`config.mk`:
```
export PLATFORM = sky130hd
export DESIGN_NAME = bounded_linked_list_engine
export DESIGN_NICKNAME = d
export VERILOG_FILES = /design/src/hdl/bll_pkg.sv /design/src/hdl/bll_cell.sv /design/src/hdl/bll_ctrl.sv /design/src/hdl/bounded_linked_list_engine.sv
export SDC_FILE = /design/constraint.sdc
export NUM_CORES = 2
export LEC_CHECK = 0
export ABC_AREA = 1
export CAP_MARGIN = 5
export CORE_MARGIN = 2
export CORE_UTILIZATION = 55
export DETAILED_ROUTE_END_ITERATION = 8
export DONT_BUFFER_PORTS = 1
export GPL_TIMING_DRIVEN = 0
export PLACE_DENSITY = 0.76
export SKIP_CTS_REPAIR_TIMING = 1
export SYNTH_ARGS = -nofsm -noshare
export SYNTH_HDL_FRONTEND = slang
export SYNTH_SLANG_ARGS = --single-unit
```
`constraint.sdc`:
```
create_clock -name clock -period 34.2 [get_ports clock]
set_clock_uncertainty 0.1 [all_clocks]
set_input_delay 6.84 -clock clock [delete_from_list [all_inputs] [get_ports clock]]
set_output_delay 6.84 -clock clock [all_outputs]
set_load 0.01 [all_outputs]
```
`src/hdl/bll_pkg.sv`:
```
// Shared types and codes for the bounded linked list engine.
// Used by the control unit, the storage cells and the top level.
package bll_pkg;

   // Request kinds, carried on req_tuser
   typedef enum logic [2:0] {
      K_INS_FRONT = 3'd0,
      K_INS_LAST  = 3'd1,
      K_INS_AFTER = 3'd2,
      K_DEL_FRONT = 3'd3,
      K_DEL_LAST  = 3'd4,
      K_DEL_VALUE = 3'd5
   } kind_type;

   // Result status codes, carried on rsp_tuser
   localparam logic [2:0] ST_OK       = 3'd0;
   localparam logic [2:0] ST_EMPTY    = 3'd1;
   localparam logic [2:0] ST_RANGE    = 3'd2;
   localparam logic [2:0] ST_NOTFOUND = 3'd3;
   localparam logic [2:0] ST_FULL     = 3'd4;

   localparam int VALUE_W = 32;

   typedef enum logic [1:0] {
      S_IDLE,
      S_SCAN,
      S_FINISH
   } state_type;

   typedef enum logic [1:0] {
      CELL_HOLD,
      CELL_INS,
      CELL_DEL
   } cell_op_type;

   // Command broadcast to every cell of the chain
   typedef struct packed {
      cell_op_type op;
      logic        scan_load;
      logic        scan_shift;
   } cell_cmd_type;

endpackage

```
`src/hdl/bll_cell.sv`:
```
// One storage cell of the list chain: a list entry and a scan stage.
// Depends on bll_pkg; neighbours are wired by the top level.
module bll_cell import bll_pkg::*; #(
   parameter int CW  = 5,
   parameter int IDX = 0
) (
   input  logic                      clock,
   input  cell_cmd_type              cmd,
   input  logic [CW-1:0]             pos,
   input  logic signed [VALUE_W-1:0] key,
   input  logic signed [VALUE_W-1:0] left_value,
   input  logic signed [VALUE_W-1:0] right_value,
   input  logic signed [VALUE_W-1:0] right_scan,
   output logic signed [VALUE_W-1:0] value,
   output logic signed [VALUE_W-1:0] scan
);

   localparam logic [CW-1:0] MY_IDX = CW'(IDX);

   logic signed [VALUE_W-1:0] value_ff, value_in;
   logic signed [VALUE_W-1:0] scan_ff, scan_in;

   always_comb begin
      value_in = value_ff;
      case (cmd.op)
         CELL_INS: begin
            // open a gap at pos: later entries move one place up
            if (MY_IDX == pos) begin
               value_in = key;
            end else if (MY_IDX > pos) begin
               value_in = left_value;
            end
         end
         CELL_DEL: begin
            if (MY_IDX >= pos) begin
               value_in = right_value;
            end
         end
         default: value_in = value_ff;
      endcase
   end

   always_comb begin
      scan_in = scan_ff;
      if (cmd.scan_load) begin
         scan_in = value_ff;
      end else if (cmd.scan_shift) begin
         scan_in = right_scan;
      end
   end

   always_ff @(posedge clock) begin
      value_ff <= value_in;
      scan_ff  <= scan_in;
   end

   assign value = value_ff;
   assign scan  = scan_ff;

endmodule

```
`src/hdl/bll_ctrl.sv`:
```
// Control unit: request decode, occupancy, scan sequencing and result register.
// Depends on bll_pkg; drives the command broadcast to the cell chain.
module bll_ctrl import bll_pkg::*; #(
   parameter int CAPACITY = 16,
   parameter int CW       = 5
) (
   input  logic                      clock,
   input  logic                      reset,
   input  logic                      req_tvalid,
   output logic                      req_tready,
   input  logic [2:0]                req_kind,
   input  logic signed [VALUE_W-1:0] req_value,
   input  logic [3:0]                req_position,
   output logic                      rsp_tvalid,
   input  logic                      rsp_tready,
   output logic [2:0]                rsp_status,
   output logic signed [VALUE_W-1:0] rsp_value,
   input  logic signed [VALUE_W-1:0] front_value,
   input  logic signed [VALUE_W-1:0] scan_head,
   output cell_cmd_type              cell_cmd,
   output logic [CW-1:0]             cell_pos
);

   localparam int PW = (CW > 4) ? CW : 4;
   localparam logic [CW-1:0] ONE = CW'(1);

   state_type                 state_ff, state_in;
   logic [CW-1:0]             count_ff, count_in;
   logic [CW-1:0]             idx_ff, idx_in;
   kind_type                  kind_ff, kind_in;
   logic signed [VALUE_W-1:0] key_ff, key_in;
   logic [2:0]                res_status_ff, res_status_in;
   logic signed [VALUE_W-1:0] res_value_ff, res_value_in;
   logic                      rsp_valid_ff, rsp_valid_in;
   logic [2:0]                rsp_status_ff, rsp_status_in;
   logic signed [VALUE_W-1:0] rsp_value_ff, rsp_value_in;

   logic     accept;
   logic     empty;
   logic     full;
   logic     out_free;
   logic     at_tail;
   logic     hit;
   logic     scan_done;
   logic     needs_scan;
   kind_type kind;

   assign kind       = kind_type'(req_kind);
   assign req_tready = (state_ff == S_IDLE);
   assign accept     = req_tvalid && req_tready;
   assign empty      = (count_ff == '0);
   assign full       = (count_ff == CW'(CAPACITY));
   assign out_free   = !rsp_valid_ff || rsp_tready;
   assign at_tail    = (idx_ff == count_ff - ONE);
   assign hit        = (scan_head == key_ff);
   assign scan_done  = (kind_ff == K_DEL_LAST) ? at_tail : (hit || at_tail);
   assign needs_scan = !empty && ((kind == K_DEL_LAST) || (kind == K_DEL_VALUE));

   // next state
   always_comb begin
      state_in = state_ff;
      unique case (state_ff)
         S_IDLE: begin
            if (accept) begin
               state_in = needs_scan ? S_SCAN : S_FINISH;
            end
         end
         S_SCAN: begin
            if (scan_done) begin
               state_in = S_FINISH;
            end
         end
         S_FINISH: begin
            if (out_free) begin
               state_in = S_IDLE;
            end
         end
         default: state_in = S_IDLE;
      endcase
   end

   // datapath and cell commands
   always_comb begin
      cell_cmd      = '{op: CELL_HOLD, scan_load: 1'b0, scan_shift: 1'b0};
      cell_pos      = '0;
      count_in      = count_ff;
      idx_in        = idx_ff;
      kind_in       = kind_ff;
      key_in        = key_ff;
      res_status_in = res_status_ff;
      res_value_in  = res_value_ff;
      rsp_valid_in  = rsp_valid_ff && !rsp_tready;
      rsp_status_in = rsp_status_ff;
      rsp_value_in  = rsp_value_ff;
      unique case (state_ff)
         S_IDLE: begin
            if (accept) begin
               kind_in       = kind;
               key_in        = req_value;
               idx_in        = '0;
               res_status_in = ST_OK;
               res_value_in  = '0;
               unique case (kind)
                  K_INS_FRONT, K_INS_LAST: begin
                     if (full) begin
                        res_status_in = ST_FULL;
                     end else begin
                        cell_cmd.op  = CELL_INS;
                        cell_pos     = (kind == K_INS_FRONT) ? '0 : count_ff;
                        count_in     = count_ff + ONE;
                        res_value_in = req_value;
                     end
                  end
                  K_INS_AFTER: begin
                     if (empty) begin
                        res_status_in = ST_EMPTY;
                     end else if (full) begin
                        res_status_in = ST_FULL;
                     end else if (PW'(req_position) >= PW'(count_ff)) begin
                        res_status_in = ST_RANGE;
                     end else begin
                        cell_cmd.op  = CELL_INS;
                        cell_pos     = CW'(req_position) + ONE;
                        count_in     = count_ff + ONE;
                        res_value_in = req_value;
                     end
                  end
                  K_DEL_FRONT: begin
                     if (empty) begin
                        res_status_in = ST_EMPTY;
                     end else begin
                        cell_cmd.op  = CELL_DEL;
                        cell_pos     = '0;
                        count_in     = count_ff - ONE;
                        res_value_in = front_value;
                     end
                  end
                  K_DEL_LAST, K_DEL_VALUE: begin
                     if (empty) begin
                        res_status_in = ST_EMPTY;
                     end else begin
                        cell_cmd.scan_load = 1'b1;
                     end
                  end
                  default: begin
                     // unused kinds leave the list alone
                     res_status_in = ST_OK;
                  end
               endcase
            end
         end
         S_SCAN: begin
            if (kind_ff == K_DEL_LAST) begin
               if (at_tail) begin
                  count_in     = count_ff - ONE;
                  res_value_in = scan_head;
               end else begin
                  cell_cmd.scan_shift = 1'b1;
                  idx_in              = idx_ff + ONE;
               end
            end else if (hit) begin
               // close the gap at the first match
               cell_cmd.op  = CELL_DEL;
               cell_pos     = idx_ff;
               count_in     = count_ff - ONE;
               res_value_in = key_ff;
            end else if (at_tail) begin
               res_status_in = ST_NOTFOUND;
            end else begin
               cell_cmd.scan_shift = 1'b1;
               idx_in              = idx_ff + ONE;
            end
         end
         S_FINISH: begin
            if (out_free) begin
               rsp_valid_in  = 1'b1;
               rsp_status_in = res_status_ff;
               rsp_value_in  = res_value_ff;
            end
         end
         default: begin
            rsp_valid_in = 1'b0;
         end
      endcase
   end

   always_ff @(posedge clock) begin
      if (reset) begin
         state_ff     <= S_IDLE;
         count_ff     <= '0;
         rsp_valid_ff <= 1'b0;
      end else begin
         state_ff     <= state_in;
         count_ff     <= count_in;
         rsp_valid_ff <= rsp_valid_in;
      end
   end

   always_ff @(posedge clock) begin
      idx_ff        <= idx_in;
      kind_ff       <= kind_in;
      key_ff        <= key_in;
      res_status_ff <= res_status_in;
      res_value_ff  <= res_value_in;
      rsp_status_ff <= rsp_status_in;
      rsp_value_ff  <= rsp_value_in;
   end

   assign rsp_tvalid = rsp_valid_ff;
   assign rsp_status = rsp_status_ff;
   assign rsp_value  = rsp_value_ff;

endmodule

```
`src/hdl/bounded_linked_list_engine.sv`:
```
// Bounded linked list engine: a chain of CAPACITY cells kept in list order.
// Inserts and front deletes go from acceptance to the finish state; delete last and
// delete by value pass the scan state first, where the scan chain moves one entry per
// cycle towards cell 0 until the tail or, for delete by value, the first match. One
// request at a time. Synchronous reset empties the list and clears rsp_tvalid; cell
// contents keep whatever they held, entries beyond the count are never read.
module bounded_linked_list_engine import bll_pkg::*; #(
   parameter int CAPACITY = 16
) (
   input  logic        clock,
   input  logic        reset,
   input  logic        req_tvalid,
   output logic        req_tready,
   input  logic [39:0] req_tdata,   // [31:0] value, [35:32] position, [39:36] zero
   input  logic [2:0]  req_tuser,   // [2:0] kind
   output logic        rsp_tvalid,
   input  logic        rsp_tready,
   output logic [31:0] rsp_tdata,   // [31:0] result_value
   output logic [2:0]  rsp_tuser    // [2:0] status
);

   localparam int CW = $clog2(CAPACITY + 1);

   cell_cmd_type              cell_cmd;
   logic [CW-1:0]             cell_pos;
   logic signed [VALUE_W-1:0] req_value;
   logic signed [VALUE_W-1:0] rsp_value;
   logic signed [VALUE_W-1:0] cell_value [CAPACITY];
   logic signed [VALUE_W-1:0] cell_scan  [CAPACITY];
   logic signed [VALUE_W-1:0] left_value [CAPACITY];
   logic signed [VALUE_W-1:0] right_value[CAPACITY];
   logic signed [VALUE_W-1:0] right_scan [CAPACITY];

   assign req_value = req_tdata[31:0];
   assign rsp_tdata = rsp_value;

   bll_ctrl #(
      .CAPACITY(CAPACITY),
      .CW      (CW)
   ) u_ctrl (
      .clock       (clock),
      .reset       (reset),
      .req_tvalid  (req_tvalid),
      .req_tready  (req_tready),
      .req_kind    (req_tuser),
      .req_value   (req_value),
      .req_position(req_tdata[35:32]),
      .rsp_tvalid  (rsp_tvalid),
      .rsp_tready  (rsp_tready),
      .rsp_status  (rsp_tuser),
      .rsp_value   (rsp_value),
      .front_value (cell_value[0]),
      .scan_head   (cell_scan[0]),
      .cell_cmd    (cell_cmd),
      .cell_pos    (cell_pos)
   );

   for (genvar i = 0; i < CAPACITY; i++) begin : g_cell
      if (i == 0) begin : g_first
         assign left_value[i] = req_value;
      end else begin : g_mid
         assign left_value[i] = cell_value[i-1];
      end
      if (i == CAPACITY - 1) begin : g_last
         assign right_value[i] = cell_value[i];
         assign right_scan[i]  = cell_scan[i];
      end else begin : g_inner
         assign right_value[i] = cell_value[i+1];
         assign right_scan[i]  = cell_scan[i+1];
      end

      bll_cell #(
         .CW (CW),
         .IDX(i)
      ) u_cell (
         .clock      (clock),
         .cmd        (cell_cmd),
         .pos        (cell_pos),
         .key        (req_value),
         .left_value (left_value[i]),
         .right_value(right_value[i]),
         .right_scan (right_scan[i]),
         .value      (cell_value[i]),
         .scan       (cell_scan[i])
      );
   end

endmodule

```
# Word-level counts from Yosys, hierarchy flattened
# Cells that the tools add are included.
[word_totals]
reg_bits = 1142
elab_cells = 360
[classes]
add_sub_neg = 4
n_lt_le_gt_ge = 32
eq_ne = 73
n_mux = 165
n_reduce_logical = 44
[op_table]
columns = ["operator", "n"]
rows = [
  ["two-way mux 32 bit", 86],
  ["case mux 32 bit (2 select lines)", 16],
  ["two-way mux 5 bit", 21],
  ["case mux 32 bit (3 select lines)", 1],
  ["AND reduction 3 bit", 17],
  ["!= test 3 x 1 -> 1 bit (second input constant)", 16],
  ["== test 4 x 5 -> 1 bit (first input constant)", 8],
  ["> comparator 4 x 5 -> 1 bit (first input constant)", 8],
  ["case mux 5 bit (2 select lines)", 4],
  ["!= test 2 x 1 -> 1 bit (second input constant)", 18],
  ["greater-or-equal comparator 4 x 5 -> 1 bit (first input constant)", 7],
  ["== test 32 bit", 1],
  ["two-way mux 3 bit", 8],
  ["== test 3 x 5 -> 1 bit (first input constant)", 4],
  ["greater-or-equal comparator 3 x 5 -> 1 bit (first input constant)", 4],
  ["> comparator 3 x 5 -> 1 bit (first input constant)", 4],
  ["two-way mux 2 bit", 10],
  ["!= test 3 bit (second input constant)", 6],
  ["case mux 5 bit (3 select lines)", 1],
  ["two-way mux 1 bit", 12],
  ["case mux 2 bit (3 select lines)", 2],
  ["adder 5 x 1 -> 5 bit (second input constant)", 2],
  ["== test 2 x 5 -> 1 bit (first input constant)", 2],
  ["greater-or-equal comparator 1 x 5 -> 1 bit (first input constant)", 2],
  ["34 further kinds", 58],
]

# Longest topological paths before layout
[logic_depth]
ltp_word = 11
ltp_mapped = 19
ltp_nobuf = 18

# Cells and area by module
# From an unflattened synthesis, not the netlist that was laid out.
[hier_totals]
cells_unflattened = 7336
hier_area_um2 = 61348.8
[by_module_without_submodules]
columns = ["module", "n_inst", "cells_per_inst", "area_each_um2"]
rows = [
  ["bll_ctrl", 1, 604, 5944.5],
  ["bll_cell (g_cell[8].u_cell)", 1, 422, 3724.8],
  ["bll_cell (g_cell[7].u_cell)", 1, 418, 3497.1],
  ["bll_cell (g_cell[6].u_cell)", 1, 422, 3495.9],
  ["bll_cell (g_cell[9].u_cell)", 1, 422, 3470.8],
  ["bll_cell (g_cell[3].u_cell)", 1, 422, 3469.6],
  ["bll_cell (g_cell[2].u_cell)", 1, 423, 3467.1],
  ["bll_cell (g_cell[4].u_cell)", 1, 422, 3465.8],
  ["bll_cell (g_cell[1].u_cell)", 1, 421, 3462.1],
  ["bll_cell (g_cell[10].u_cell)", 1, 425, 3460.8],
  ["bll_cell (g_cell[14].u_cell)", 1, 419, 3455.8],
  ["bll_cell (g_cell[0].u_cell)", 1, 420, 3425.8],
  ["bll_cell (g_cell[12].u_cell)", 1, 418, 3415.8],
  ["bll_cell (g_cell[5].u_cell)", 1, 419, 3409.5],
  ["3 more rows", "--", "--", "--"],
]

# Least setup slack after synthesis
# OpenSTA, ideal clock, no wires.
[synth_path]
path_type = "input -> register"
from = "input req_tvalid"
to = "register g_cell[0].u_cell.scan_ff[0], enable pin"
setup_ps = 868
arrival_time_ps = 19138
required_ps = 33232
path_slack_ps = 14094
stages = 9
path_buffers = 3
cell_sequence = "inv_1 nor2_2 inv_1 nor2_1 inv_1 clkbuf_1 clkbuf_1 clkbuf_1 nand2_1"
[synth_via]
elab_chain_len = 4
[synth_rtl]
columns = ["element", "line_no", "rtl"]
rows = [
  ["start: declaration", "bounded_linked_list_engine.sv:12", "input logic req_tvalid,"],
  ["logical AND 1 bit", "bll_ctrl.sv:50", "assign accept = req_tvalid && req_tready;"],
  ["two-way mux 3 bit", "bll_ctrl.sv:97", "if (accept) begin"],
  ["two-way mux 1 bit", "bll_ctrl.sv:95", "unique case (state_ff)"],
  ["nonzero test 2 bit (no source line)", "--", ""],
  ["end signal: assignment", "bll_cell.sv:54", "scan_ff <= scan_in;"],
  ["end: declaration", "bll_cell.sv:21", "logic signed [VALUE_W-1:0] scan_ff, scan_in;"],
]
# No other way between the ends.
# A chain may end at the register's enable or synchronous reset.

# Worst setup path in the final report
[layout_path]
from = "input req_tdata[35]"
to = "register g_cell[13].u_cell.value_ff[0] (data pin)"
[layout_via]
elab_chain_len = 10
elab_cells_between_ends = 19
cone_classes = "1 x add/sub; 1 x order compare; 3 x eq/ne; 14 x mux"
[layout_rtl]
columns = ["element", "line_no", "rtl"]
rows = [
  ["start: declaration", "bounded_linked_list_engine.sv:14", "input logic [39:0] req_tdata,"],
  ["adder 4 x 1 -> 5 bit / greater-or-equal comparator 4 x 5 -> 1 bit (equally long branches)", "bll_ctrl.sv:123, bll_ctrl.sv:119", ""],
  ["two-way mux 5 bit", "bll_ctrl.sv:119", "end else if (PW'(req_position) >= PW'(count_ff)) begin"],
  ["two-way mux 5 bit", "bll_ctrl.sv:117", "end else if (full) begin"],
  ["two-way mux 5 bit", "bll_ctrl.sv:115", "if (empty) begin"],
  ["case mux 5 bit (2 select lines)", "bll_ctrl.sv:103", "unique case (kind)"],
  ["two-way mux 5 bit", "bll_ctrl.sv:97", ""],
  ["case mux 5 bit (2 select lines)", "bll_ctrl.sv:95", ""],
  ["== test 4 x 5 -> 1 bit", "bll_cell.sv:28", "if (MY_IDX == pos) begin"],
  ["two-way mux 32 bit", "bll_cell.sv:28", ""],
  ["case mux 32 bit (2 select lines) *", "bll_cell.sv:25", "case (cmd.op)"],
  ["named net g_cell[13].u_cell.value_in[0]", "bll_cell.sv:20", "logic signed [VALUE_W-1:0] value_ff, value_in;"],
  ["end signal: assignment", "bll_cell.sv:53", "value_ff <= value_in;"],
  ["end: declaration", "bll_cell.sv:20", ""],
]
# Mark *: on every way through the listed nets, which the timed path passes. The rest lies on a longest branch.

==> metrics.cfg <==
[status]
status=finished, violations left
violations=DRC, capacitance limit, slew limit

[worst_setup_path]
path_max_fanout=11
cp.arrival_ns=13.49
setup.worst_path.class=primary input to flop
critPathLaunch=req_tdata[35]
cp-end-kind=flop
cp-start-kind=primary input
reg2reg_from=u_ctrl.count_ff[3]
crit_required_ns=34.57

[cts]
cts_buffers=116
path_clk_slew_ns=0.06
clock_latency_ns=0.73
clk_path_buf_depth=3
cts_sinks=1142
cts-root-buf=clkbuf_16
cts_tree=built
cts_max_level=3

[timing]
min_period_over_period=0.3836
fin_setup_tns_ns=0
period_minus_slack_ns=13.12
setup_slack_ns=21.08
fmax_mhz=76.22
hold_viol=0
relSlewSlack=-0.06602
grt_setup_unrepaired=false
worst_slew_pin_slew_ns=1.599
setup_viol=0
slew_violations=33

[grt]
met3_usage=0.1109
grt_util_met2=0.6049
grtUsageMet1=0.4786
grt_pass1_wl_um=290300
antenna_found_initial=16
grt_overflow=0
track_usage=0.3933
grt_busiest_layer=met2
grt_max_degree=65
grt_pass1_vias=44040

[cells_and_area]
final_common_cell=nand2_1
syn2layout_area_growth_pct=11.81
multi_input_comb_area_um2=16930
n_fill_cell=8165
nets=6066
regArea_um2=34210
final_layout_size_suffix_gt1_frac=0.05522
layout_common_cells=2035 x nand2_1, 1134 x edfxtp_1, 658 x nand3_1

[floorplan]
die_h_um=319.5
core-area_um2=98560
die-area_um2=102000
ioPinCount=84
rows=115
die_w_um=319.5
start_util=0.5553

[yosys]
synthXorXnorAreaFrac=0.004641
synth.distinct_cells=39
synth_area_um2=54730
synth-seq-cells=1142
synth_cells=5858
synthAdderAreaFrac=0.002286
synth_top_family_by_area=simple AND/OR/NAND/NOR gates
ys_seq_area_frac=0.6251
synth_warnings=0
synth_area_per_cell_um2=9.343
synth_nets=5915
synth-simple-area-share=0.2314
synth_compound_area_frac=0.06733
synthMuxAreaShare=0

[hold_path]
hp-start=u_ctrl.res_value_ff[26]
holdCritPathClass=flop to flop

[run]
maxCapViolations=4

[power_and_ir_drop]
powerDensity_nw_per_um2=57.85
p_leak_uw=0.02526
peakVddDrop_uv=50.28

[routing]
drc=12
drtAntennaViolNets=0
drtIter0Drc=8086
routed_wl_um=205300
dr.pass1.iters=9
wl_per_cell_um=27.74
vias=46879
vias_per_cell=6.333

[placement]
gp_congestion=1.005
preCtsSetupSlack_ns=20.97
dpl.hpwl_um=148500
portBuffers=0

==> layout make-up <==
| class | instances | share of cell area |
|---|---|---|
| Buffer | 421 | 0.02768 |
| Multi-Input combinational cell | 3732 | 0.2766 |
| Sequential cell | 1142 | 0.5591 |
| Timing Repair Buffer | 33 | 0.01165 |
| Tap cell | 1287 | 0.02631 |
| Inverter | 563 | 0.03453 |
| Clock buffer | 143 | 0.05062 |
| Clock inverter | 69 | 0.01306 |
| Antenna cell | 12 | 0.0004907 |
==> cell families (layout without fill, tap and decap cells) <==
| family | count (synthesis) | count (layout) |
|---|---|---|
| compound gates | 698 | 698 |
| fa+ha+maj | 10 | 10 |
| other cells | 0 | 12 |
| buf+inv | 984 | 1229 |
| simple gates | 2995 | 2995 |
| xor+xnor | 29 | 29 |
| flops | 1142 | 1142 |
==> worst max-delay path: stages <==
cell and delay (ns):
ha_1 0.25, inv_1 0.03, nor2_1 0.12, nand4_1 0.11
nand3_1 0.18, nor2_2 0.10, a21oi_1 0.68, clkbuf_1 0.52
nor2_1 0.13, inv_1 0.09, ha_1 0.13, clkbuf_1 1.06
clkinv_1 1.00, clkbuf_1 0.67, clkbuf_1 0.71, clkbuf_1 0.51
nand3_1 0.24, nand2_1 0.07
==> layer usage <==
layer  part of all wire  routed length, um
met1               0.34              70370
met2               0.44              90960
met3               0.13              26430
met4              0.085              17460
met5            0.00054                111
==> where the power goes <==
part	leakage [uW]	internal (uW)	switching, uW	total [uW]
sequential	0.0105	1700	54.5	1760
clock	0.00191	775	561	1340
combinational	0.0128	106	339	445
total	0.0253	2590	954	3540
==> cells in the mapped netlist (all sizes together) <==
cell / count / share of area
a21oi: 17 / 0.0016
a221oi: 1 / 0.00016
a22oi: 19 / 0.0026
a31oi: 23 / 0.0026
and3: 1 / 0.00011
buf: 94 / 0.0082
clkbuf: 327 / 0.022
clkinv: 33 / 0.0023
dfxtp: 8 / 0.0029
edfxtp: 1134 / 0.62
ha: 10 / 0.0023
inv: 530 / 0.036
nand2: 2037 / 0.14
nand3: 661 / 0.061
nand4: 199 / 0.023
nor2: 86 / 0.0067
nor3: 7 / 0.00073
nor3b: 2 / 0.00027
nor4: 1 / 0.00011
o21ai: 609 / 0.056
o21bai: 1 / 0.00014
o221ai: 13 / 0.0021
o22ai: 1 / 0.00011
o31ai: 1 / 0.00014
o32ai: 13 / 0.0021
or2: 1 / 0.00011
xnor2: 20 / 0.0032
xor2: 9 / 0.0014
==> final timing paths <==
path | end | slack, ns | cells past startpoint
max | g_cell[13].u_cell.value[0] | 21.08 | 18
min reg2reg | u_ctrl.rsp_value[26] | 0.32 | 0
max reg2reg | g_cell[13].u_cell.value[0] | 26.68 | 19
min | u_ctrl.rsp_value[26] | 0.32 | 0
==> registers in the layout, indices dropped and copies added, names as in the netlist <==
| signal | flops |
|---|---|
| u_ctrl.res_value_ff | 32 |
| u_ctrl.count_ff | 5 |
| u_ctrl.rsp_value | 32 |
| u_ctrl.rsp_status | 3 |
| u_ctrl.rsp_tvalid | 1 |
| u_ctrl.state_ff | 2 |
| u_ctrl.kind_ff | 3 |
| g_cell.u_cell.scan | 512 |
| g_cell.u_cell.value | 512 |
| u_ctrl.res_status_ff | 3 |
| u_ctrl.idx_ff | 5 |
| u_ctrl.key_ff | 32 |
==> through the flow <==
| step | hold WS, ns | util | std cells | instance area [um^2] | total power, uW |
|---|---|---|---|---|---|
| finish | 0.3174 | 0.6209 | 7402 | 61200 | 3540 |
| global route | 0.3251 | 0.6206 | 7390 | 61170 | 3616 |
| CTS | 0.3157 | 0.6200 | 7387 | 61110 | 3509 |
| detailed placement | 0.3054 | 0.5805 | 7175 | 57210 | 2208 |
| global placement | 0.3022 | 0.5716 | 7145 | 56340 | 2232 |
| floorplan | 0.3003 | - | 5858 | 54730 | 2045 |
(Power assumes the default switching activity.)
